File: src/rtl/ubds_pkg.sv
// Shared constants and pipeline record types for the UART baud divisor search.
`timescale 1ns / 1ps
package ubds_pkg;

  localparam logic [7:0]  DIV_MIN     = 8'd4;
  localparam logic [7:0]  DIV_MAX     = 8'd254;
  localparam logic [31:0] CLK_RESET   = 32'd100000000;
  localparam logic [6:0]  PCT_RESET   = 7'd5;
  localparam logic [19:0] PPM_SCALE   = 20'd1000000;
  localparam logic [6:0]  PCT_SCALE   = 7'd100;
  localparam int          DIV_STAGES  = 32;
  localparam int          PPM_STAGES  = 20;

  typedef enum logic {
    REG_CLOCK   = 1'b0,
    REG_PERCENT = 1'b1
  } cfg_reg_t;

  typedef struct packed {
    logic [23:0] baud;
    logic [7:0]  div;
    logic [31:0] gen;
    logic        ok;
    logic        first;
    logic        last;
  } cand_t;

  typedef struct packed {
    logic [23:0] baud;
    logic [29:0] gen;
    logic [7:0]  div;
    logic [31:0] act;
    logic [23:0] err;
    logic        found;
  } res_t;

endpackage

File: src/rtl/ubds_ppm.sv
// Error-in-ppm divider pipeline and tolerance check; its last stage is the result register.
`timescale 1ns / 1ps
module ubds_ppm
  import ubds_pkg::*;
(
  input  logic        clk,
  input  logic        rst,
  input  logic        en,
  input  logic [6:0]  max_error_percent,
  input  logic        res_valid,
  input  res_t        res,
  output logic        out_valid,
  output res_t        out_res,
  output logic [19:0] out_ppm,
  output logic        out_fits
);

  logic [PPM_STAGES:0] v;
  res_t                rr  [0:PPM_STAGES];
  logic                fit [0:PPM_STAGES];
  logic [43:0]         r   [0:PPM_STAGES];
  logic [19:0]         q   [0:PPM_STAGES];
  logic [30:0]         lhs;
  logic [30:0]         rhs;

  assign lhs = res.err * PCT_SCALE;
  assign rhs = res.baud * max_error_percent;

  always_ff @(posedge clk) begin
    if (rst) begin
      v[0] <= 1'b0;
    end else if (en) begin
      v[0] <= res_valid;
    end
  end

  always_ff @(posedge clk) begin
    if (en) begin
      rr[0] <= res;
      fit[0] <= res.found && (lhs <= rhs);
      r[0] <= res.err * PPM_SCALE;
      q[0] <= '0;
    end
  end

  for (genvar k = 0; k < PPM_STAGES; k++) begin : g_stage
    logic [43:0] sh;
    logic [44:0] diff;

    always_comb begin
      sh = {20'd0, rr[k].baud} << (PPM_STAGES - 1 - k);
      diff = {1'b0, r[k]} - {1'b0, sh};
    end

    always_ff @(posedge clk) begin
      if (rst) begin
        v[k+1] <= 1'b0;
      end else if (en) begin
        v[k+1] <= v[k];
      end
    end

    always_ff @(posedge clk) begin
      if (en) begin
        rr[k+1] <= rr[k];
        fit[k+1] <= fit[k];
        r[k+1] <= diff[44] ? r[k] : diff[43:0];
        q[k+1] <= {q[k][18:0], !diff[44]};
      end
    end
  end

  assign out_valid = v[PPM_STAGES];
  assign out_res = rr[PPM_STAGES];
  assign out_ppm = rr[PPM_STAGES].found ? q[PPM_STAGES] : 20'd0;
  assign out_fits = fit[PPM_STAGES];

  a_fit_needs_pair: assert property (@(posedge clk) disable iff (rst)
    (out_valid && out_fits) |-> out_res.found)
    else $error("tolerance flag set without a usable pair");

endmodule

File: config.mk
export PLATFORM = sky130hd
export DESIGN_NAME = ubds_ppm
export DESIGN_NICKNAME = d
export VERILOG_FILES = /design/src/rtl/ubds_pkg.sv /design/src/rtl/ubds_ppm.sv
export SDC_FILE = /design/constraint.sdc
export NUM_CORES = 2
export LEC_CHECK = 0
export BUFFER_PORTS_ARGS = -buffer_cell sky130_fd_sc_hd__buf_2
export CORE_ASPECT_RATIO = 0.6
export CORE_MARGIN = 5
export CORE_UTILIZATION = 55
export DETAILED_ROUTE_END_ITERATION = 16
export HOLD_SLACK_MARGIN = 0.06
export PLACE_DENSITY = 0.76
export SLEW_MARGIN = 20
export SYNTH_ARGS = -nofsm -noshare
export SYNTH_HDL_FRONTEND = slang
export SYNTH_SLANG_ARGS = --single-unit
File: constraint.sdc
create_clock -name clk -period 15.4 [get_ports clk]
set_input_delay 2.31 -clock clk [delete_from_list [all_inputs] [get_ports clk]]
set_output_delay 2.31 -clock clk [all_outputs]
set_load 0.02 [all_outputs]
==> results.md <==
* CP arrival at 9.56 ns
* Number of buffers and inverters on the critical path at 5
* Power Dens Cells at between 150 and 200 nW/µm²
* Most area-consuming cells after synthesis: edfxtp_1 69%, ha_1 6.2%, fa_1 3.2%, inv_1 2.2%, a21oi_1 1.8%
* Crit-path slowest cell: o41ai_1
* CTS H-tree depth at 5
* # hold bufs at CTS at 0
* Hold Path Class: reg -> reg
* 1st-iter DRT viols at between 7000 and 8000
* # setup viols final at 0
* Initial antenna violation count at 14
* CTS clk-pin slew, worst paths at approximately 0.070 ns
* Crit end category: register
* Maximum vdd drop at 0.136 mV
* Post-synth ARST share at 0
* Syn. warnings at 0
* Worst Hold Launch: rr[1][450]$_DFFE_PP_
* Syn nets at between 10000 and 15000
* Critical path fanouts, max at 24
* Largest net degree at the start of global routing at around 210
* Largest delay share family, worst path: compound AO/OA/AOI/OAI gates
* Cell Area, Synth at roughly 150000 µm²
* Most Crowded Layer GR: met1
* Syn_area_per_cell at around 15 µm²
* Dpl hpwl at ~200000 µm
* Final Hold Viols at 0
* Final nets at 11700
* Met1 global-route usage at 0.321
* Post-synth top area share at 0.689
* Cell row count at between 100 and 150
* Dpl cell area at 156000 µm²
* Mapped Cells at a little over 10000
* Worst reg2reg startpoint: r[2][11]$_DFFE_PP_
* CTS tree: yes
* DR WL/cell at approximately 20 µm
* Remaining Overflow, GRT at 0
* I/O pin count at 271
* Worst Tran Pin Value at about 1.2 ns
* GRT Resource Usage Total at 0.201
* Delay of the slowest cell on the worst path at 0.94 ns
* Clk buf depth at 4
* RSZ-0062 raised after global routing: no
* Tmin final at between 8 and 9 ns
* Total Wirelength at between 200000 and 300000 µm
* Die ar. at 286000 µm²
* Top_reg_cell synth: edfxtp_1
* DR vias at between 80000 and 90000
* Setup bufs post-CTS at 0
* CTS root buf: clkbuf_16
* CTS buffer count at 317
* Max-slew violation count at 0
* Clk sink count at about 3500
* Max Cap Viol at 0
* I/O Buffers at 270
* Slew HR at 0.182
* Max Freq at between 100 and 150 MHz
* # resized after CTS at 0
* Commonest non-fill, non-tap cell in the layout: edfxtp_1
* Sum Neg Setup Slack at 0 ns
* Share of layout cells above drive strength 1 at 0.0813
* ANT nets after route at 0
* 1st-pass router iterations at 6
* Register area share after synthesis at 0.692
* Drt via density at between 5 and 6
* #FFs+latches synth at between 3000 and 4000
* Setup slack, reg-to-reg at between 10 and 15 ns
* Met2 Use GR at 0.293
* RePlAce Congestion at ~0.96
* Area leader, netlist: edfxtp_1
* Design area at ~170000 µm²
* Setup Crit Path Kind: in -> reg
* DRC violations left at 0
* Placed cells at approximately 14000
* Vias in the first global route at 80400
* Area delta synth->final at 10.2%
* DIE WIDTH at between 600 and 700 µm
* Synth cell types at 86
* Core area at roughly 270000 µm²
* EDFF count, synth at 3466
* Period utilization at 0.574
* Die Span Y at slightly above 400 µm
* Effective utilization at floorplan at 0.551
* Status: finished, final reports clean
* Critical Path Start: max_error_percent[3]
* CP required at 16.12 ns
* Final non-filler cell total at 14500
* Critical path startpoint category: primary input
* Global-route wire length before repair at between 400000 and 500000 µm
* Worst-Skew Late Latency at between 0.8 and 0.9 ns
* Most frequent cells in the layout: 3466 x edfxtp_1, 877 x inv_1, 754 x ha_1
* Leak pwr at 0.0634 µW
* GRT met3 Usage at 0.0329
* Clock skew at a little under 0.06 ns
## Yosys cell counts (all sizes together) (13+ instances only)
master,number
edfxtp,3466
inv,881
ha,754
nand2,593
a21oi,556
nor2,510
o21ai,506
xor2,306
xnor2,293
fa,242
a21o,225
and2,181
nor3,152
buf,136
clkbuf,133
nand2b,118
nand3,118
o21a,91
nor2b,88
o31ai,64
nor4,63
or3,60
a211oi,58
nand4,49
a31oi,47
and3,44
o21bai,42
mux2i,41
mux2,38
or4,33
or2,27
a211o,25
o211ai,22
o31a,22
dfxtp,21
a21boi,16
a2111oi,13
## layout make-up
type	count	area [µm²]
Tap cell	3624	4530
Clock buffer	360	8210
Fill cell	19900	108000
Sequential cell	3487	105000
Multi-Input combinational cell	5592	41900
Clock inverter	205	2030
Antenna cell	6	15.0
Timing Repair Buffer	328	1980
Inverter	883	3310
## kinds of logic (layout without fill, tap and decap cells)
| family | count (synthesis) | in the layout | share of synthesized area |
|---|---|---|---|
| flip-flops | 3487 | 3487 | 0.692 |
| AO/OA/AOI/OAI | 1824 | 1824 | 0.0746 |
| buffers and inverters | 1152 | 1776 | 0.0316 |
| other | 0 | 6 | 0 |
| AND/OR/NAND/NOR | 2094 | 2094 | 0.0674 |
| XOR/XNOR | 599 | 599 | 0.0347 |
| adder cells (fa/ha/maj) | 996 | 996 | 0.0945 |
| multiplexers | 79 | 79 | 0.00555 |
## metal layers
| metal | share of wire | vias to the layer above | routed length [µm] |
|---|---|---|---|
| li1 | - | 38300 | - |
| met1 | 0.49 | 40200 | 141000 |
| met2 | 0.43 | 2572 | 124000 |
| met3 | 0.066 | 415 | 19200 |
| met4 | 0.020 | 6 | 5900 |
| met5 | 0.00014 | - | 41 |
## worst reg2reg max path: stages, from the launching register on
cell and delay, ns:
edfxtp_1 0.67, inv_1 0.10, ha_1 0.23, fa_1 0.41
nor2b_1 0.19, o31ai_1 0.18, a2111oi_0 0.97, o22a_1 0.29
a311o_1 0.31, a41oi_1 0.23, a2111oi_0 0.90, or3_1 0.35
nor4_1 0.10, xor2_1 0.15
## metrics by stage
stage | power [µW] | worst slack (ns) | hold WS [ns] | util
floorplan | 19600 | 6.99 | 0.400 | -
global placement | 21900 | 5.45 | 0.400 | 0.570
detailed placement | 22200 | 5.68 | 0.405 | 0.570
CTS | 30200 | 6.64 | 0.352 | 0.607
global route | 31900 | 6.03 | 0.374 | 0.607
finish | 30100 | 6.56 | 0.360 | 0.607
## sequential cells by signal, summed over array words and instances, names as in the netlist
register,flops
fit,21
out_valid,1
q,210
r,736
rr,2499
v,20
## final timing paths
| path | cells past startpoint | end |
|---|---|---|
| min | 0 | rr[1][569]$_DFFE_PP_ |
| max reg2reg | 13 | r[2][87]$_DFFE_PP_ |
| min reg2reg | 0 | rr[1][569]$_DFFE_PP_ |
| max | 32 | fit[0][0]$_DFFE_PP_ |
## power breakdown
part	internal (µW)	switching, µW
registers	12300	750
clock network	4390	3470
logic	3800	5390
Power figures use the tool's default switching activity.
