===== config.mk =====
export PLATFORM = sky130hd
export DESIGN_NAME = ubds_issue
export DESIGN_NICKNAME = d
export VERILOG_FILES = /design/src/rtl/ubds_pkg.sv /design/src/rtl/ubds_issue.sv
export SDC_FILE = /design/constraint.sdc
export NUM_CORES = 1
export LEC_CHECK = 0
export BUFFER_PORTS_ARGS = -buffer_cell sky130_fd_sc_hd__buf_2
export CELL_PAD_IN_SITES_DETAIL_PLACEMENT = 1
export CELL_PAD_IN_SITES_GLOBAL_PLACEMENT = 1
export CORE_MARGIN = 2
export CORE_UTILIZATION = 46
export DETAILED_ROUTE_END_ITERATION = 10
export PLACE_DENSITY_LB_ADDON = 0.2
export SYNTH_ARGS = -nofsm -noshare
export SYNTH_HDL_FRONTEND = slang
export SYNTH_SLANG_ARGS = --single-unit

===== constraint.sdc =====
create_clock -name clk -period 7.95 [get_ports clk]
set_clock_uncertainty 0.2 [all_clocks]
set_input_delay 1.59 -clock clk [delete_from_list [all_inputs] [get_ports clk]]
set_output_delay 1.59 -clock clk [all_outputs]
set_load 0.05 [all_outputs]

===== src/rtl/ubds_pkg.sv =====
// Shared constants and pipeline record types for the UART baud divisor search.
`timescale 1ns / 1ps
package ubds_pkg;

  localparam logic [7:0]  DIV_MIN     = 8'd4;
  localparam logic [7:0]  DIV_MAX     = 8'd254;
  localparam logic [31:0] CLK_RESET   = 32'd100000000;
  localparam logic [6:0]  PCT_RESET   = 7'd5;
  localparam logic [19:0] PPM_SCALE   = 20'd1000000;
  localparam logic [6:0]  PCT_SCALE   = 7'd100;
  localparam int          DIV_STAGES  = 32;
  localparam int          PPM_STAGES  = 20;

  typedef enum logic {
    REG_CLOCK   = 1'b0,
    REG_PERCENT = 1'b1
  } cfg_reg_t;

  typedef struct packed {
    logic [23:0] baud;
    logic [7:0]  div;
    logic [31:0] gen;
    logic        ok;
    logic        first;
    logic        last;
  } cand_t;

  typedef struct packed {
    logic [23:0] baud;
    logic [29:0] gen;
    logic [7:0]  div;
    logic [31:0] act;
    logic [23:0] err;
    logic        found;
  } res_t;

endpackage


===== src/rtl/ubds_issue.sv =====
// Candidate sequencer: steps the stage divider over its range for each request.
`timescale 1ns / 1ps
module ubds_issue
  import ubds_pkg::*;
(
  input  logic        clk,
  input  logic        rst,
  input  logic        en,
  input  logic [31:0] ref_clock_hz,
  input  logic        req_valid,
  input  logic [23:0] req_baud,
  output logic        req_ready,
  output logic        cand_valid,
  output cand_t       cand,
  output logic [31:0] dividend,
  output logic [31:0] divisor
);

  logic        busy;
  logic [7:0]  div;
  logic [23:0] baud;
  logic [8:0]  mult;
  logic [32:0] prod;

  assign req_ready = en && (!busy || div == DIV_MAX);
  assign mult = {1'b0, div} + 9'd1;
  assign prod = baud * mult;

  always_ff @(posedge clk) begin
    if (rst) begin
      busy <= 1'b0;
      cand_valid <= 1'b0;
      div <= DIV_MIN;
    end else if (en) begin
      cand_valid <= busy;
      if (req_valid && req_ready) begin
        busy <= 1'b1;
        div <= DIV_MIN;
      end else if (busy) begin
        if (div == DIV_MAX) begin
          busy <= 1'b0;
        end else begin
          div <= div + 8'd1;
        end
      end
    end
  end

  always_ff @(posedge clk) begin
    if (req_valid && req_ready) begin
      baud <= req_baud;
    end
    if (en) begin
      cand.baud <= baud;
      cand.div <= div;
      cand.gen <= '0;
      cand.ok <= (ref_clock_hz != 32'd0) && (baud != 24'd0);
      cand.first <= (div == DIV_MIN);
      cand.last <= (div == DIV_MAX);
      dividend <= ref_clock_hz;
      divisor <= prod[31:0];
    end
  end

  a_div_range: assert property (@(posedge clk) disable iff (rst)
    busy |-> (div >= DIV_MIN && div <= DIV_MAX))
    else $error("stage divider counter out of range");

  a_start: assert property (@(posedge clk) disable iff (rst)
    (req_valid && req_ready) |=> (busy && div == DIV_MIN))
    else $error("accepted request did not restart the sweep");

endmodule


==> results of run 1 <==
-- worst min-delay path, stage by stage (launching register included) --
cell	delay, ns
dfxtp_1	0.33
mux2i_1	0.06
nor2_1	0.08
-- power by group through the flow --
stage / clock network (mW) / registers (mW) / logic (mW)
after global routing: 0.849 / 0.884 / 0.771
after detailed placement: 0 / 0.892 / 0.704
after CTS: 0.822 / 0.877 / 0.708
after floorplan: 0 / 1.06 / 0.361
after global placement: 0 / 0.890 / 0.686
final: 0.812 / 0.877 / 0.698
-- cell type report --
cell class	instances	area share [%]
clock inverters	14	1.07
flip-flops and latches	133	29.9
repair buffers	169	6.70
inverters	190	5.48
multi-input cells	692	50.3
well taps	324	3.12
clock buffers	18	3.38
-- registers in the layout, indices dropped and copies added, names as in the netlist --
register / count
baud: 24
busy: 1
cand: 35
cand_valid: 1
div: 8
dividend: 32
divisor: 32
-- path summary, 6_finish.rpt --
kind,startpoint,endpoint,cells past startpoint
max,div[0],divisor[28],17
min,cand_valid,cand_valid,2
max reg2reg,div[0],divisor[28],17
min reg2reg,cand_valid,cand_valid,2
-- synth_stat cells, drive strengths merged (2+ instances only) --
cell / count / area share [%]
a211o: 2 / 0.15
a211oi: 4 / 0.26
a21boi: 2 / 0.23
a21o: 3 / 0.20
a21oi: 24 / 1.1
a31o: 2 / 0.15
a41oi: 5 / 0.38
and2: 112 / 6.1
and3: 7 / 0.38
and4: 2 / 0.15
buf: 47 / 2.6
clkbuf: 35 / 1.1
dfxtp: 10 / 1.7
edfxtp: 123 / 32
fa: 154 / 27
ha: 54 / 5.9
inv: 190 / 6.2
nand2: 129 / 4.2
nand3: 9 / 0.44
nand4: 9 / 0.62
nor2: 29 / 0.97
nor2b: 7 / 0.40
nor3: 4 / 0.17
nor4: 18 / 0.98
nor4b: 2 / 0.15
o21a: 6 / 0.39
o21ai: 21 / 1.1
or3: 2 / 0.11
xnor2: 25 / 1.9
xor2: 8 / 0.61
-- kinds of logic after synthesis --
family	after synthesis	share of synthesized area (%)
and+or+nand+nor	338	15.4
buffers and inverters	272	9.97
adders and majority gates	208	32.8
DFF	133	34.0
AOI/OAI and AO/OA	79	5.06
xor gates and xnor gates	33	2.52
muxes	2	0.186
other	1	0.0327
-- routing by layer --
layer / vias to the layer above / wire length, µm / part of all wire, % / GRT usage [%]
li1: 3583 / - / - / -
met4: 0 / 631 / 2.1 / 7.12
met2: 195 / 16100 / 54 / 44.2
met5: - / 0 / 0 / 0
met1: 4227 / 11800 / 40 / 29.5
met3: 46 / 1110 / 3.7 / 3.70
-- cells in the final DEF (no fill, tap or decap), types with 4 or more instances in the layout --
cell type	n
inv_1	190
buf_2	159
fa_1	154
nand2_1	129
edfxtp_1	123
and2_1	112
ha_1	54
conb_1	32
nor2_1	28
xnor2_1	25
a21oi_1	22
nor4_1	18
o21ai_0	17
clkbuf_16	17
dfxtp_1	10
buf_4	10
nand4_1	8
nand3_1	8
xor2_1	8
and3_1	7
nor2b_1	6
o21a_1	6
a41oi_1	5
inv_6	5
a211oi_1	4
nor3_1	4
-- per-stage QoR --
stage	util (%)	hold slack, ns
2_1_floorplan	-	0.206
3_3_place_gp	50.9	0.278
3_5_place_dp	50.9	0.292
4_1_cts	53.3	0.309
5_1_grt	53.3	0.353
6_report	53.3	0.303
==> impl_metrics.env, run 1 <==
export IMPL_cts_made_buffers=17
export IMPL_syn_to_final_growth_pct=13.5
export IMPL_seq_power_share_pct=36.7
export IMPL_grt_pass1_vias=8973
export IMPL_antenna_left=0
export IMPL_leakagePower_nw=6.25
export IMPL_clock_latency_ns=0.43
export IMPL_required_ns=8.00
export IMPL_hpwl_um=22200
export IMPL_clockPowerShare_pct=34.0
export IMPL_final_max_slew_viol_count=0
export IMPL_drt_iter0_drc=484
export IMPL_grt_pass1_wl_um=48300
export IMPL_max_cap_violations=0
export IMPL_grt_antenna_before_repair=0
export IMPL_drive_above_1_share_pct=18.1
export IMPL_path_delay_family="adder cells"
export IMPL_ys_seq_elements=133
export IMPL_synth_cell_types=62
export IMPL_cts_root_buffer="clkbuf_16"
export IMPL_post_route_drc_count=0
export IMPL_num_io_pins=193
export IMPL_place_inst=1508
export IMPL_num_vias=8051
export IMPL_die_h_um=162
export IMPL_die_area_mm2=0.0262
export IMPL_synth_warnings=0
export IMPL_peakVddDrop_mv=0.125
export IMPL_place_area_mm2=0.0124
export IMPL_fillerInstances=2729
export IMPL_path_clk_slew_ns=0.07
export IMPL_pwr_share_comb_pct=29.2
export IMPL_wl_per_cell_um=19.3
export IMPL_arrival_ns=7.04
export IMPL_postCtsSetupRepairBufs=0
export IMPL_crit_path_end_kind="register"
export IMPL_grt_max_degree=74
export IMPL_clock_path_buffers=2
export IMPL_path_max_fanout=25
export IMPL_setup_viol_count_final=0
export IMPL_final_cells=1540
export IMPL_r2r_slack_ns=0.96
export IMPL_grt_total_usage_pct=24.1
export IMPL_slowest_stage="ha_1"
export IMPL_overflow=0
export IMPL_async_flop_share_pct=0
export IMPL_dieWidth_um=162
export IMPL_postCtsHoldBufs=0
export IMPL_slowest_delay_ns=1.07
export IMPL_rsz0062_at_grt="no"
export IMPL_multi_input_area_mm2=0.00654
export IMPL_crit_type="reg -> reg"
export IMPL_p_sw_share_pct=37.5
export IMPL_worst_path_buf_inv=4
export IMPL_final_cell_area_mm2=0.0130
export IMPL_fin_crit_ns=6.99
export IMPL_synth_flop_cell="edfxtp_1"
export IMPL_start_util_pct=47.0
export IMPL_p_int_mw=1.49
export IMPL_synth_edff_count=123
export IMPL_cts_tree="done"
export IMPL_layout_area_seq_mm2=0.00389
export IMPL_antennaDiodeCount=0
export IMPL_ys_seq_area_share_pct=34.0
export IMPL_post_route_period_util_pct=87.9
export IMPL_drt_pass1_iter_count=5
export IMPL_hold_viol=0
export IMPL_syn_inst=1066
export IMPL_pre_cts_ws_ns=1.13
export IMPL_path_cells="inv_1, ha_1, nand2_1, fa_1, inv_1, fa_1, fa_1, inv_1, fa_1, inv_1, ha_1, nand4_1, nor3_1, o21ai_2, a21boi_4, a21oi_2, o311ai_2"
export IMPL_slew_headroom_pct=37.0
export IMPL_via_per_inst=5.23
export IMPL_ctsResizeCount=0
export IMPL_fin_ws_ns=0.962
export IMPL_portBuffers=160
export IMPL_hp_class="reg -> reg"
export IMPL_clock_fmax_mhz=143
export IMPL_cts_max_level=4
export IMPL_start_kind="register"
export IMPL_syn_area_per_cell_um2=10.7
export IMPL_powerDensity_mw_per_mm2=183
export IMPL_tightest_slew_ns=0.945
export IMPL_tns_ns=0
export IMPL_rows=57
export IMPL_cts_sinks=133
export IMPL_final_nets=1471
export IMPL_power_mw=2.39
export IMPL_p_sw_mw=0.894
export IMPL_gp_congestion=0.804
export IMPL_status="finished, final reports clean"
export IMPL_syn_area_mm2=0.0115
export IMPL_drt_wl_total_um=29700
export IMPL_coreArea_mm2=0.0244
(Power assumes the default switching activity.)
==> run 2: changes to the inputs <==
BUFFER_PORTS_ARGS = unset   (was -buffer_cell sky130_fd_sc_hd__buf_2)
CAP_MARGIN = 0   (was unset)
CORE_UTILIZATION = 52   (was 46)
DONT_BUFFER_PORTS = 1   (was unset)
==> impl_metrics.env, run 2 (synthesis results as in run 1) <==
export IMPL_fin_crit_ns=6.83
export IMPL_wl_met1_um=10900
export IMPL_wl_per_cell_um=21.6
export IMPL_post_route_period_util_pct=86.0
export IMPL_max_cap_violations=0
export IMPL_grt_max_degree=109
export IMPL_drive_above_1_share_pct=5.50
export IMPL_grt_pass1_wl_um=46200
export IMPL_clock_fmax_mhz=146
export IMPL_dieWidth_um=152
export IMPL_final_nets=1309
export IMPL_whs_ns=0.336
export IMPL_reg_largest_list="cand: 35 flops, dividend: 32 flops, divisor: 32 flops"
export IMPL_portBuffers=0
export IMPL_cts_made_buffers=17
export IMPL_tns_ns=0
export IMPL_path_cells="inv_1, ha_1, nand2_1, fa_1, inv_1, fa_1, inv_1, fa_1, fa_1, inv_1, ha_1, a21o_1, a21oi_1, and2_1, o21ai_0, a31o_2, a21oi_1, xnor2_1"
export IMPL_clock_latency_ns=0.44
export IMPL_leakagePower_nw=5.62
export IMPL_gp_congestion=0.827
export IMPL_grt_pass1_vias=8515
export IMPL_postCtsSetupRepairBufs=0
export IMPL_coreArea_mm2=0.0218
export IMPL_slowest_delay_ns=1.01
export IMPL_peakVddDrop_mv=0.136
export IMPL_cts_max_level=4
export IMPL_routed_top_layer="met4"
export IMPL_rows=54
export IMPL_worst_path_buf_inv=4
export IMPL_die_area_mm2=0.0232
export IMPL_via_per_inst=5.57
export IMPL_arrival_ns=6.82
export IMPL_mostFrequentLayoutCell="inv_1"
export IMPL_tightest_slew_ns=1.04
export IMPL_slew_headroom_pct=31.1
export IMPL_num_vias=7442
export IMPL_antenna_left=0
export IMPL_crit_path_end_kind="register"
export IMPL_cts_tree="done"
export IMPL_required_ns=7.93
export IMPL_hp_class="reg -> reg"
export IMPL_setup_viol_count_final=0
export IMPL_postCtsHoldBufs=0
export IMPL_cts_root_buffer="clkbuf_16"
export IMPL_post_route_drc_count=0
export IMPL_drt_wl_total_um=28900
export IMPL_powerDensity_mw_per_mm2=195
export IMPL_drt_iter0_drc=348
export IMPL_hpwl_um=21100
export IMPL_path_delay_family="adder cells"
export IMPL_largest_reg_flops=35
export IMPL_wl_met2_um=15800
export IMPL_final_max_slew_viol_count=0
export IMPL_path_clk_slew_ns=0.07
export IMPL_layout_common_cells="inv_1, fa_1, nand2_1"
export IMPL_grt_total_usage_pct=25.9
export IMPL_start_util_pct=52.7
export IMPL_rsz0062_at_grt="no"
export IMPL_hold_viol=0
export IMPL_num_io_pins=193
export IMPL_fin_util_pct=56.0
export IMPL_slowest_stage="ha_1"
export IMPL_grt_antenna_before_repair=1
export IMPL_wl_met3_um=1200
export IMPL_start_kind="register"
export IMPL_ctsResizeCount=0
export IMPL_die_h_um=152
export IMPL_syn_to_final_growth_pct=6.35
export IMPL_path_max_fanout=25
export IMPL_status="finished, final reports clean"
export IMPL_fillerInstances=2326
export IMPL_overflow=0
export IMPL_cts_sinks=133
export IMPL_clock_path_buffers=2
export IMPL_crit_type="reg -> reg"
export IMPL_regMostFlops="cand"
export IMPL_drt_pass1_iter_count=4
[run 2: area by class of cell]
type | instances | area, µm² | area share, %
antenna | 2 | 5.00 | 0.0411
clock buffer | 17 | 425 | 3.49
clock inverter | 15 | 203 | 1.66
inverter | 190 | 713 | 5.85
multi-input combinational | 692 | 6540 | 53.7
sequential | 133 | 3890 | 32.0
tap | 280 | 350 | 2.88
timing repair buffer | 7 | 52.6 | 0.431
[run 2: per-stage QoR]
stage          worst slack (ns)  power (mW)  cell area, µm²  std cells
2_1_floorplan              2.11        1.42           11600       1097
3_3_place_gp               1.36        1.51           11600       1302
3_5_place_dp               1.19        1.53           11600       1302
4_1_cts                    1.10        2.40           12200       1334
5_1_grt                   0.787        2.48           12200       1336
6_report                   1.12        2.38           12200       1336
[run 2: worst paths after layout]
kind | startpoint | end | slack [ns] | depth (start not counted)
max | div[0] | divisor[16] | 1.12 | 18
min | div[5] | cand[40] | 0.34 | 0
max reg2reg | div[0] | divisor[16] | 1.12 | 18
min reg2reg | div[5] | cand[40] | 0.34 | 0
[run 2: layer usage]
metal,GRT usage [%],vias up
met5,0,-
met4,10.8,0
met3,4.21,68
met2,47.6,206
met1,30.0,3908
li1,-,3260
[run 2: report_power, final]
group,leakage [nW],switching (mW),internal [mW]
registers,1.28,0.226,0.848
logic,4.03,0.284,0.157
clock network,0.306,0.379,0.483
