### src/rtl/ubds_pkg.sv
// Shared constants and pipeline record types for the UART baud divisor search.
`timescale 1ns / 1ps
package ubds_pkg;

  localparam logic [7:0]  DIV_MIN     = 8'd4;
  localparam logic [7:0]  DIV_MAX     = 8'd254;
  localparam logic [31:0] CLK_RESET   = 32'd100000000;
  localparam logic [6:0]  PCT_RESET   = 7'd5;
  localparam logic [19:0] PPM_SCALE   = 20'd1000000;
  localparam logic [6:0]  PCT_SCALE   = 7'd100;
  localparam int          DIV_STAGES  = 32;
  localparam int          PPM_STAGES  = 20;

  typedef enum logic {
    REG_CLOCK   = 1'b0,
    REG_PERCENT = 1'b1
  } cfg_reg_t;

  typedef struct packed {
    logic [23:0] baud;
    logic [7:0]  div;
    logic [31:0] gen;
    logic        ok;
    logic        first;
    logic        last;
  } cand_t;

  typedef struct packed {
    logic [23:0] baud;
    logic [29:0] gen;
    logic [7:0]  div;
    logic [31:0] act;
    logic [23:0] err;
    logic        found;
  } res_t;

endpackage

### src/rtl/ubds_select.sv
// Tracks the first strict error minimum over one request's candidates.
`timescale 1ns / 1ps
module ubds_select
  import ubds_pkg::*;
(
  input  logic        clk,
  input  logic        rst,
  input  logic        en,
  input  logic        in_valid,
  input  cand_t       in_tag,
  input  logic [31:0] act,
  output logic        res_valid,
  output res_t        res
);

  res_t        best;
  res_t        best_next;
  logic [31:0] err;
  logic        take;

  always_comb begin
    err = ({8'd0, in_tag.baud} > act) ? ({8'd0, in_tag.baud} - act)
                                       : (act - {8'd0, in_tag.baud});
    take = in_tag.ok && (in_tag.first || !best.found || err[23:0] < best.err);
    best_next = best;
    if (in_tag.first) begin
      best_next = '0;
      best_next.baud = in_tag.baud;
    end
    if (take) begin
      best_next.gen = in_tag.gen[29:0];
      best_next.div = in_tag.div;
      best_next.act = act;
      best_next.err = err[23:0];
      best_next.found = 1'b1;
    end
  end

  always_ff @(posedge clk) begin
    if (rst) begin
      res_valid <= 1'b0;
    end else if (en) begin
      res_valid <= in_valid && in_tag.last;
    end
  end

  always_ff @(posedge clk) begin
    if (en && in_valid) begin
      best <= best_next;
      if (in_tag.last) begin
        res <= best_next;
      end
    end
  end

  a_err_below_baud: assert property (@(posedge clk) disable iff (rst)
    (res_valid && res.found) |-> (res.err < res.baud))
    else $error("chosen error not below requested baud");

  a_empty_zero: assert property (@(posedge clk) disable iff (rst)
    (res_valid && !res.found) |-> (res.gen == '0 && res.err == '0))
    else $error("result without a usable pair carries nonzero fields");

endmodule

### config.mk
export PLATFORM = sky130hd
export DESIGN_NAME = ubds_select
export DESIGN_NICKNAME = d
export VERILOG_FILES = /design/src/rtl/ubds_pkg.sv /design/src/rtl/ubds_select.sv
export SDC_FILE = /design/constraint.sdc
export NUM_CORES = 1
export LEC_CHECK = 0
export BUFFER_PORTS_ARGS = -buffer_cell sky130_fd_sc_hd__buf_2
export CORE_AREA = 5 5 149 151
export CTS_CLUSTER_DIAMETER = 200
export DETAILED_ROUTE_END_ITERATION = 10
export DIE_AREA = 0 0 154 156
export PLACE_DENSITY = 0.85
export SLEW_MARGIN = 40
export SYNTH_ARGS = -nofsm -noshare
export SYNTH_HDL_FRONTEND = slang
export SYNTH_SLANG_ARGS = --single-unit
### constraint.sdc
create_clock -name clk -period 9.03 [get_ports clk]
set_input_delay 1.3545 -clock clk [delete_from_list [all_inputs] [get_ports clk]]
set_output_delay 1.3545 -clock clk [all_outputs]
set_load 0.005 [all_outputs]
==> summary.txt, run 1 <==
Die
  – Die X-Extent: 154 µm
  – Starting density of the core: 0.596
  – Die area: 24000 µm²
  – Vertical die dimension: 156 µm
  – Io pins: 223
  – Number of core rows: 53
  – Area inside the core boundary: 20700 µm²

Flow run
  – Number of violations of the max-capacitance limit: 0

Logic synthesis
  – Post-synth ARST share: 0
  – Number of nets produced by synthesis: 1192
  – Mapped cell area: around 12000 µm²
  – Post-synthesis average cell area: 12.1 µm²
  – Register area share after synthesis: 0.581
  – Number of instances in the synthesized netlist: 1017
  – Number of unique standard cell types used by synthesis: 76
  – Dominant synthesized flop cell: sky130_fd_sc_hd__edfxtp_1
  – Most area-hungry cell type in the Yosys netlist: sky130_fd_sc_hd__edfxtp_1
  – Synthesis Warnings: 0
  – Flip-flop and latch count after synthesis: 239
  – Post-synth EDFFs: 238
  – Top cells by area, synth: sky130_fd_sc_hd__edfxtp_1, sky130_fd_sc_hd__ha_1, sky130_fd_sc_hd__o21ai_0
  – Fraction of synthesized cell area taken by the top area cell type: 0.579

Clock network
  – Postcts setup bufs: 0
  – Count of hold-fix buffers inserted at cts: 0
  – Clock insertion delay at the later pin of the skew report: around 0.51 ns
  – Clock root buffer: sky130_fd_sc_hd__clkbuf_16
  – CTS clk-pin slew, worst paths: about 0.06 ns
  – TritonCTS clock tree: done
  – Clock Path Buffers: 3
  – Clock net sink count: roughly 240
  – Number of CTS-inserted buffers: 24
  – H-tree depth: 1
  – Number of resized instances in the post-cts repair step: 0

Min path
  – Hold/Removal Path Class: register to register

Route
  – Met3 Routed Length: 2480 µm
  – Total number of vias: 8604
  – Wire length per cell after detailed routing: 18.4 µm
  – 1st-pass router iterations: 7
  – Routed Antenna Nets: 0
  – Routed met2 length: around 13000 µm
  – Routed wire length: 27700 µm
  – Post-route DRC: 0
  – Routed met1 length: ~12000 µm
  – Iteration-0 DRC count of the detailed router: about 600
  – Number of vias per cell: approximately 5.7
  – Uppermost signal routing layer after detailed routing: met4

Place
  – Number of buffers inserted by port buffering: 220
  – Cell area after placement: 13400 µm²
  – Post-detail-place hpwl: 19500 µm
  – Count of placed standard cells including taps: 1462
  – Weighted congestion at the end of routability-driven global placement: 0.972

Setup path
  – Data required time at the worst endpoint: just over 9 ns
  – Category of the critical setup timing path: input pin to register
  – Slowest stage cell, crit path: sky130_fd_sc_hd__and2_4
  – Largest delay contributor family on the critical path: compound AO/OA/AOI/OAI gates
  – Critical path buffer and inverter count: 3
  – Kind of end point of the critical path: register
  – Crit Path Max Fanout: 63
  – Crit-path max cell delay: between 0.6 and 0.7 ns
  – Category of the worst setup path launch point: input pin
  – Arr. time, crit path: between 6 and 7 ns
  – Worst path cell trace: buf_2 > inv_1 > ha_1 > a21oi_1 > o211ai_1 > a211oi_2 > nand3_2 > nand2_4 > mux2_2 > a31oi_1 > nor2_1 > ha_1 > a21o_1 > a221oi_1 > nor3_1 > o31ai_1 > and2_4 > buf_12 > nor3_1 > a21o_1

STA
  – Shortest clock period the worst path allows after layout: approximately 6.4 ns
  – Max Freq: ~160 MHz
  – Slew of the pin with the lowest slew margin: 0.833 ns
  – Final Hold Vio Count: 0
  – Max Transition Viols Final: 0
  – Final setup violation count: 0
  – Headroom to the max-slew limit: 0.438
  – Final Cycle Share: 0.713
  – TNS Setup: 0 ns
  – Setup repair after global routing missed its margin: no
  – Clock Skew: slightly above 0.01 ns
  – Worst-case hold slack: 0.542 ns

Power
  – Leakage dissipation: 0.00608 µW
  – IR drop worst, VDD: 0.150 mV
  – Power density relative to cell area: 202 nW/µm²

Layout
  – ANT cells: 0
  – Utilization of the core after routing: 0.689
  – Post-layout instance count excluding filler cells: between 1500 and 2000
  – Commonest cells after routing, fill and taps aside: sky130_fd_sc_hd__edfxtp_1, sky130_fd_sc_hd__buf_2, sky130_fd_sc_hd__nand2_1
  – Nets@finish: 1388
  – Ratio of cells with drive above 1 in the final layout: 0.260
  – Growth of design area from synthesis to finish: 15.6%
  – Final Instance Area: 14300 µm²
  – Most frequent standard cell in the layout excluding fill and tap cells: sky130_fd_sc_hd__edfxtp_1
  – Number of fill cells: about 1500

Global route
  – Maximum number of pins on one net before global-route repair: 80
  – Global routing usage summed across all routing layers: 0.223
  – Wire length of the first global-routing pass: between 40000 and 50000 µm
  – Antenna violations before repair: 0
  – GR Overflow Total: 0
  – Number of global-route vias before repair: 8594

Outcome
  – Status: finished, final reports clean
-- Yosys cell counts, types with 3 or more instances --
master and n:
sky130_fd_sc_hd__edfxtp_1 238, sky130_fd_sc_hd__nand2_1 103, sky130_fd_sc_hd__o21ai_0 87, sky130_fd_sc_hd__inv_1 81
sky130_fd_sc_hd__ha_1 70, sky130_fd_sc_hd__a21oi_1 50, sky130_fd_sc_hd__nand3_1 38, sky130_fd_sc_hd__a21o_1 36
sky130_fd_sc_hd__nor2_1 33, sky130_fd_sc_hd__mux2_2 31, sky130_fd_sc_hd__nor3_1 23, sky130_fd_sc_hd__mux2i_1 19
sky130_fd_sc_hd__clkbuf_1 17, sky130_fd_sc_hd__buf_6 14, sky130_fd_sc_hd__nand4_1 13, sky130_fd_sc_hd__and3_1 10
sky130_fd_sc_hd__o31ai_1 10, sky130_fd_sc_hd__xnor2_1 10, sky130_fd_sc_hd__xor2_1 10, sky130_fd_sc_hd__buf_2 8
sky130_fd_sc_hd__buf_4 8, sky130_fd_sc_hd__o21bai_1 8, sky130_fd_sc_hd__nor4_1 6, sky130_fd_sc_hd__o211ai_1 6
sky130_fd_sc_hd__a31oi_1 5, sky130_fd_sc_hd__nand2b_1 5, sky130_fd_sc_hd__clkbuf_8 4, sky130_fd_sc_hd__o21a_1 4
sky130_fd_sc_hd__a211oi_1 3, sky130_fd_sc_hd__a211oi_2 3, sky130_fd_sc_hd__a221oi_1 3, sky130_fd_sc_hd__and4_1 3
sky130_fd_sc_hd__or3_1 3
-- registers in the layout, summed over array words and instances (netlist names) --
signal and cells:
best 119, res 119, res_valid 1
-- logic make-up after synthesis --
kind of cell    after synthesis  synth area share
buf+inv                     136            0.0586
xor+xnor                     20            0.0142
mux                          50            0.0437
compound gates              240             0.122
flops                       239             0.581
simple gates                260             0.106
fa+ha+maj                    72            0.0743
-- through the flow --
step,power (µW),setup WS [ns]
after global placement,1850,2.05
after CTS,2900,2.62
after detailed placement,1870,2.08
after floorplan,1740,3.62
final,2880,2.59
after global routing,3010,2.27
-- layer usage --
layer	vias up	global-route usage
met5	-	0
met4	0	0.0526
met3	48	0.0513
met2	356	0.373
met1	4057	0.301
li1	4143	-
-- power by group --
| part | switching (µW) | internal, µW | leakage [µW] |
|---|---|---|---|
| Combinational | 321 | 186 | 0.00343 |
| Sequential | 16.8 | 1330 | 0.00224 |
| Clock | 404 | 620 | 0.000402 |
-- final cells by class --
type	count	area [µm²]	area share
Timing Repair Buffer	225	1160	0.0815
Sequential cell	239	7170	0.503
Tap cell	275	344	0.0241
Multi-Input combinational cell	642	4460	0.313
Inverter	81	304	0.0213
Clock buffer	29	641	0.0449
Clock inverter	15	178	0.0125
-- worst reg2reg max path, delay by kind of cell (launching register included) --
family          cells  cell delay [ns]
compound gates      4             1.14
simple gates        3             0.78
buf+inv             2             0.41
flops               1             0.36
fa+ha+maj           1             0.24
-- path summary, 6_finish.rpt --
check | slack, ns | cells past startpoint | from | to
hold reg to reg | 0.54 | 2 | res_valid | res_valid
hold / removal | 0.54 | 2 | res_valid | res_valid
setup reg to reg | 5.83 | 10 | best[12] | best[17]
setup / recovery | 2.59 | 20 | in_tag[60] | best[17]
Power figures use the tool's default switching activity.
==> run 2: changes to the inputs <==
CORE_AREA = 5 5 162 164   (was 5 5 149 151)
DIE_AREA = 0 0 167 169   (was 0 0 154 156)
PLACE_DENSITY = 0.76   (was 0.85)
clock period = 5.4 ns   (was 9.03 ns; I/O delays follow)
==> run 2 against run 1 <==
Sequential power is 67% higher. Worst setup slack worse by 2.3 ns. Flip-flop and latch count did not move. Largest cell class unchanged.
==> summary.txt, run 2 (synthesized netlist as in run 1, its figures left out) <==
Outcome
  – Status: finished, final reports clean

Route
  – Number of vias per cell: 5.37
  – Iteration-0 DRC count of the detailed router: just over 600
  – Wire length per cell after detailed routing: 17.7 µm
  – Post-route DRC: 0
  – 1st-pass router iterations: 5
  – Routed wire length: 29100 µm
  – Routed Antenna Nets: 0
  – Total number of vias: slightly below 9000

Power
  – Leakage dissipation: between 0.006 and 0.007 µW
  – Internal: 3770 µW
  – IR drop worst, VDD: 0.247 mV
  – Share of total power consumed by net switching: 0.253
  – Net Switching: 1280 µW
  – Power share of the combinational group: 0.192
  – Sequential share of power: 0.447
  – Relative contribution of the clock network to total power: 0.361
  – Power density relative to cell area: 336 nW/µm²

Min path
  – Hold/Removal Path Class: input pin to register
  – Beginning of the worst hold path: rst

STA
  – Max Freq: between 150 and 200 MHz
  – Max Transition Viols Final: 0
  – Shortest clock period the worst path allows after layout: 5.08 ns
  – Final Cycle Share: 0.941
  – Final setup violation count: 0
  – TNS Setup: 0 ns
  – Headroom to the max-slew limit: 0.502
  – Slew of the pin with the lowest slew margin: 0.747 ns
  – Setup repair after global routing missed its margin: no
  – Final Hold Vio Count: 0
  – Clock Skew: 0.0152 ns

Setup path
  – Critical path buffer and inverter count: 5
  – Data required time at the worst endpoint: roughly 5.7 ns
  – Category of the worst setup path launch point: input pin
  – Slowest stage cell, crit path: sky130_fd_sc_hd__or3_1
  – Worst path cell trace: buf_2 > inv_1 > ha_1 > inv_1 > fa_1 > a211oi_1 > buf_4 > nor3_1 > o32ai_1 > o21ai_0 > a21oi_1 > mux2i_1 > xor2_1 > ha_1 > nand4_1 > or3_1 > nor4_1 > nand4_1 > and2_4 > buf_4 > o21ai_0
  – Arr. time, crit path: 5.37 ns
  – Kind of end point of the critical path: register
  – Crit-path max cell delay: 0.45 ns
  – Start of the worst register-to-register path: best[22]
  – Largest delay contributor family on the critical path: simple AND/OR/NAND/NOR gates
  – Crit Path Max Fanout: 22
  – Critical path launch point: act[0]
  – Category of the critical setup timing path: input pin to register

Die
  – Vertical die dimension: roughly 170 µm
  – Die area: around 28000 µm²
  – Area inside the core boundary: ~25000 µm²
  – Die X-Extent: 167 µm
  – Io pins: 223
  – Number of core rows: 58
  – Starting density of the core: 0.498

Clock network
  – Clock insertion delay at the later pin of the skew report: 0.52 ns
  – TritonCTS clock tree: done
  – Number of CTS-inserted buffers: 26
  – Clock net sink count: approximately 240
  – Postcts setup bufs: 0
  – H-tree depth: 1
  – Number of resized instances in the post-cts repair step: 0
  – Clock Path Buffers: 3
  – CTS clk-pin slew, worst paths: 0.06 ns
  – Clock root buffer: sky130_fd_sc_hd__clkbuf_16
  – Count of hold-fix buffers inserted at cts: 0

Place
  – Post-detail-place hpwl: roughly 22000 µm
  – Number of buffers inserted by port buffering: 220
  – Weighted congestion at the end of routability-driven global placement: approximately 0.91

Global route
  – Number of global-route vias before repair: 9034
  – GR Overflow Total: 0
  – Global routing usage summed across all routing layers: 0.200
  – Wire length of the first global-routing pass: 46400 µm
  – Maximum number of pins on one net before global-route repair: 75
  – Antenna violations before repair: 0

Layout
  – Commonest cells after routing, fill and taps aside: sky130_fd_sc_hd__edfxtp_1, sky130_fd_sc_hd__buf_2, sky130_fd_sc_hd__nand2_1
  – Utilization of the core after routing: 0.608
  – ANT cells: 0
  – Growth of design area from synthesis to finish: 22.0%
  – Most frequent standard cell in the layout excluding fill and tap cells: sky130_fd_sc_hd__edfxtp_1
  – Registers with the most flip-flops: best x119, res x119, res_valid x1
  – Ratio of cells with drive above 1 in the final layout: 0.306
  – Nets@finish: 1470

Flow run
  – Number of violations of the max-capacitance limit: 0
run 2: changes by cell type in the layout (fill, tap and decap cells not counted), sizes merged:
| cell | before | now |
|---|---|---|
| clkinvlp | 1 | 3 |
| inv | 82 | 81 |
| clkinv | 9 | 6 |
| clkbuf | 29 | 35 |
| buf | 225 | 305 |
run 2: stage by stage:
stage / instance area, µm² / setup WS [ns] / total power [µW] / hold slack [ns] / instances
after floorplan: 12300 / 0.536 / 2910 / 0.480 / 1017
after global placement: 14100 / -0.0690 / 3230 / 0.470 / 1597
after detailed placement: 14100 / -0.175 / 3260 / 0.475 / 1597
after CTS: 15000 / 0.335 / 5100 / 0.429 / 1645
after global routing: 15000 / 0.0804 / 5290 / 0.435 / 1645
final: 15000 / 0.318 / 5050 / 0.448 / 1645
run 2: worst paths after layout:
kind,to,slack (ns),cells past startpoint
hold / removal,res_valid,0.45,2
hold reg to reg,res_valid,0.49,2
setup / recovery,best[89],0.32,21
setup reg to reg,best[89],2.56,9
run 2: area by class of cell:
| class | count | area [µm²] |
|---|---|---|
| Clock buffer | 35 | 726 |
| Clock inverter | 13 | 174 |
| Fill cell | 1970 | 9700 |
| Inverter | 81 | 304 |
| Multi-Input combinational cell | 642 | 4460 |
| Sequential cell | 239 | 7170 |
| Tap cell | 330 | 413 |
| Timing Repair Buffer | 305 | 1810 |
run 2: per-layer routing:
layer  GRT usage  up-vias  wire length, µm
li1            -     4307                -
met1       0.258     4201            12500
met2       0.348      277            14000
met3      0.0437       45             1990
met4      0.0470        0              605
met5           0        -                0
run 2: power groups by stage:
| stage | registers [µW] | clock network [µW] | logic (µW) |
|---|---|---|---|
| 2_1_floorplan | 2300 | 0 | 612 |
| 3_3_place_gp | 2290 | 0 | 940 |
| 3_5_place_dp | 2290 | 0 | 969 |
| 4_1_cts | 2260 | 1860 | 976 |
| 5_1_grt | 2260 | 1940 | 1080 |
| 6_report | 2260 | 1830 | 970 |
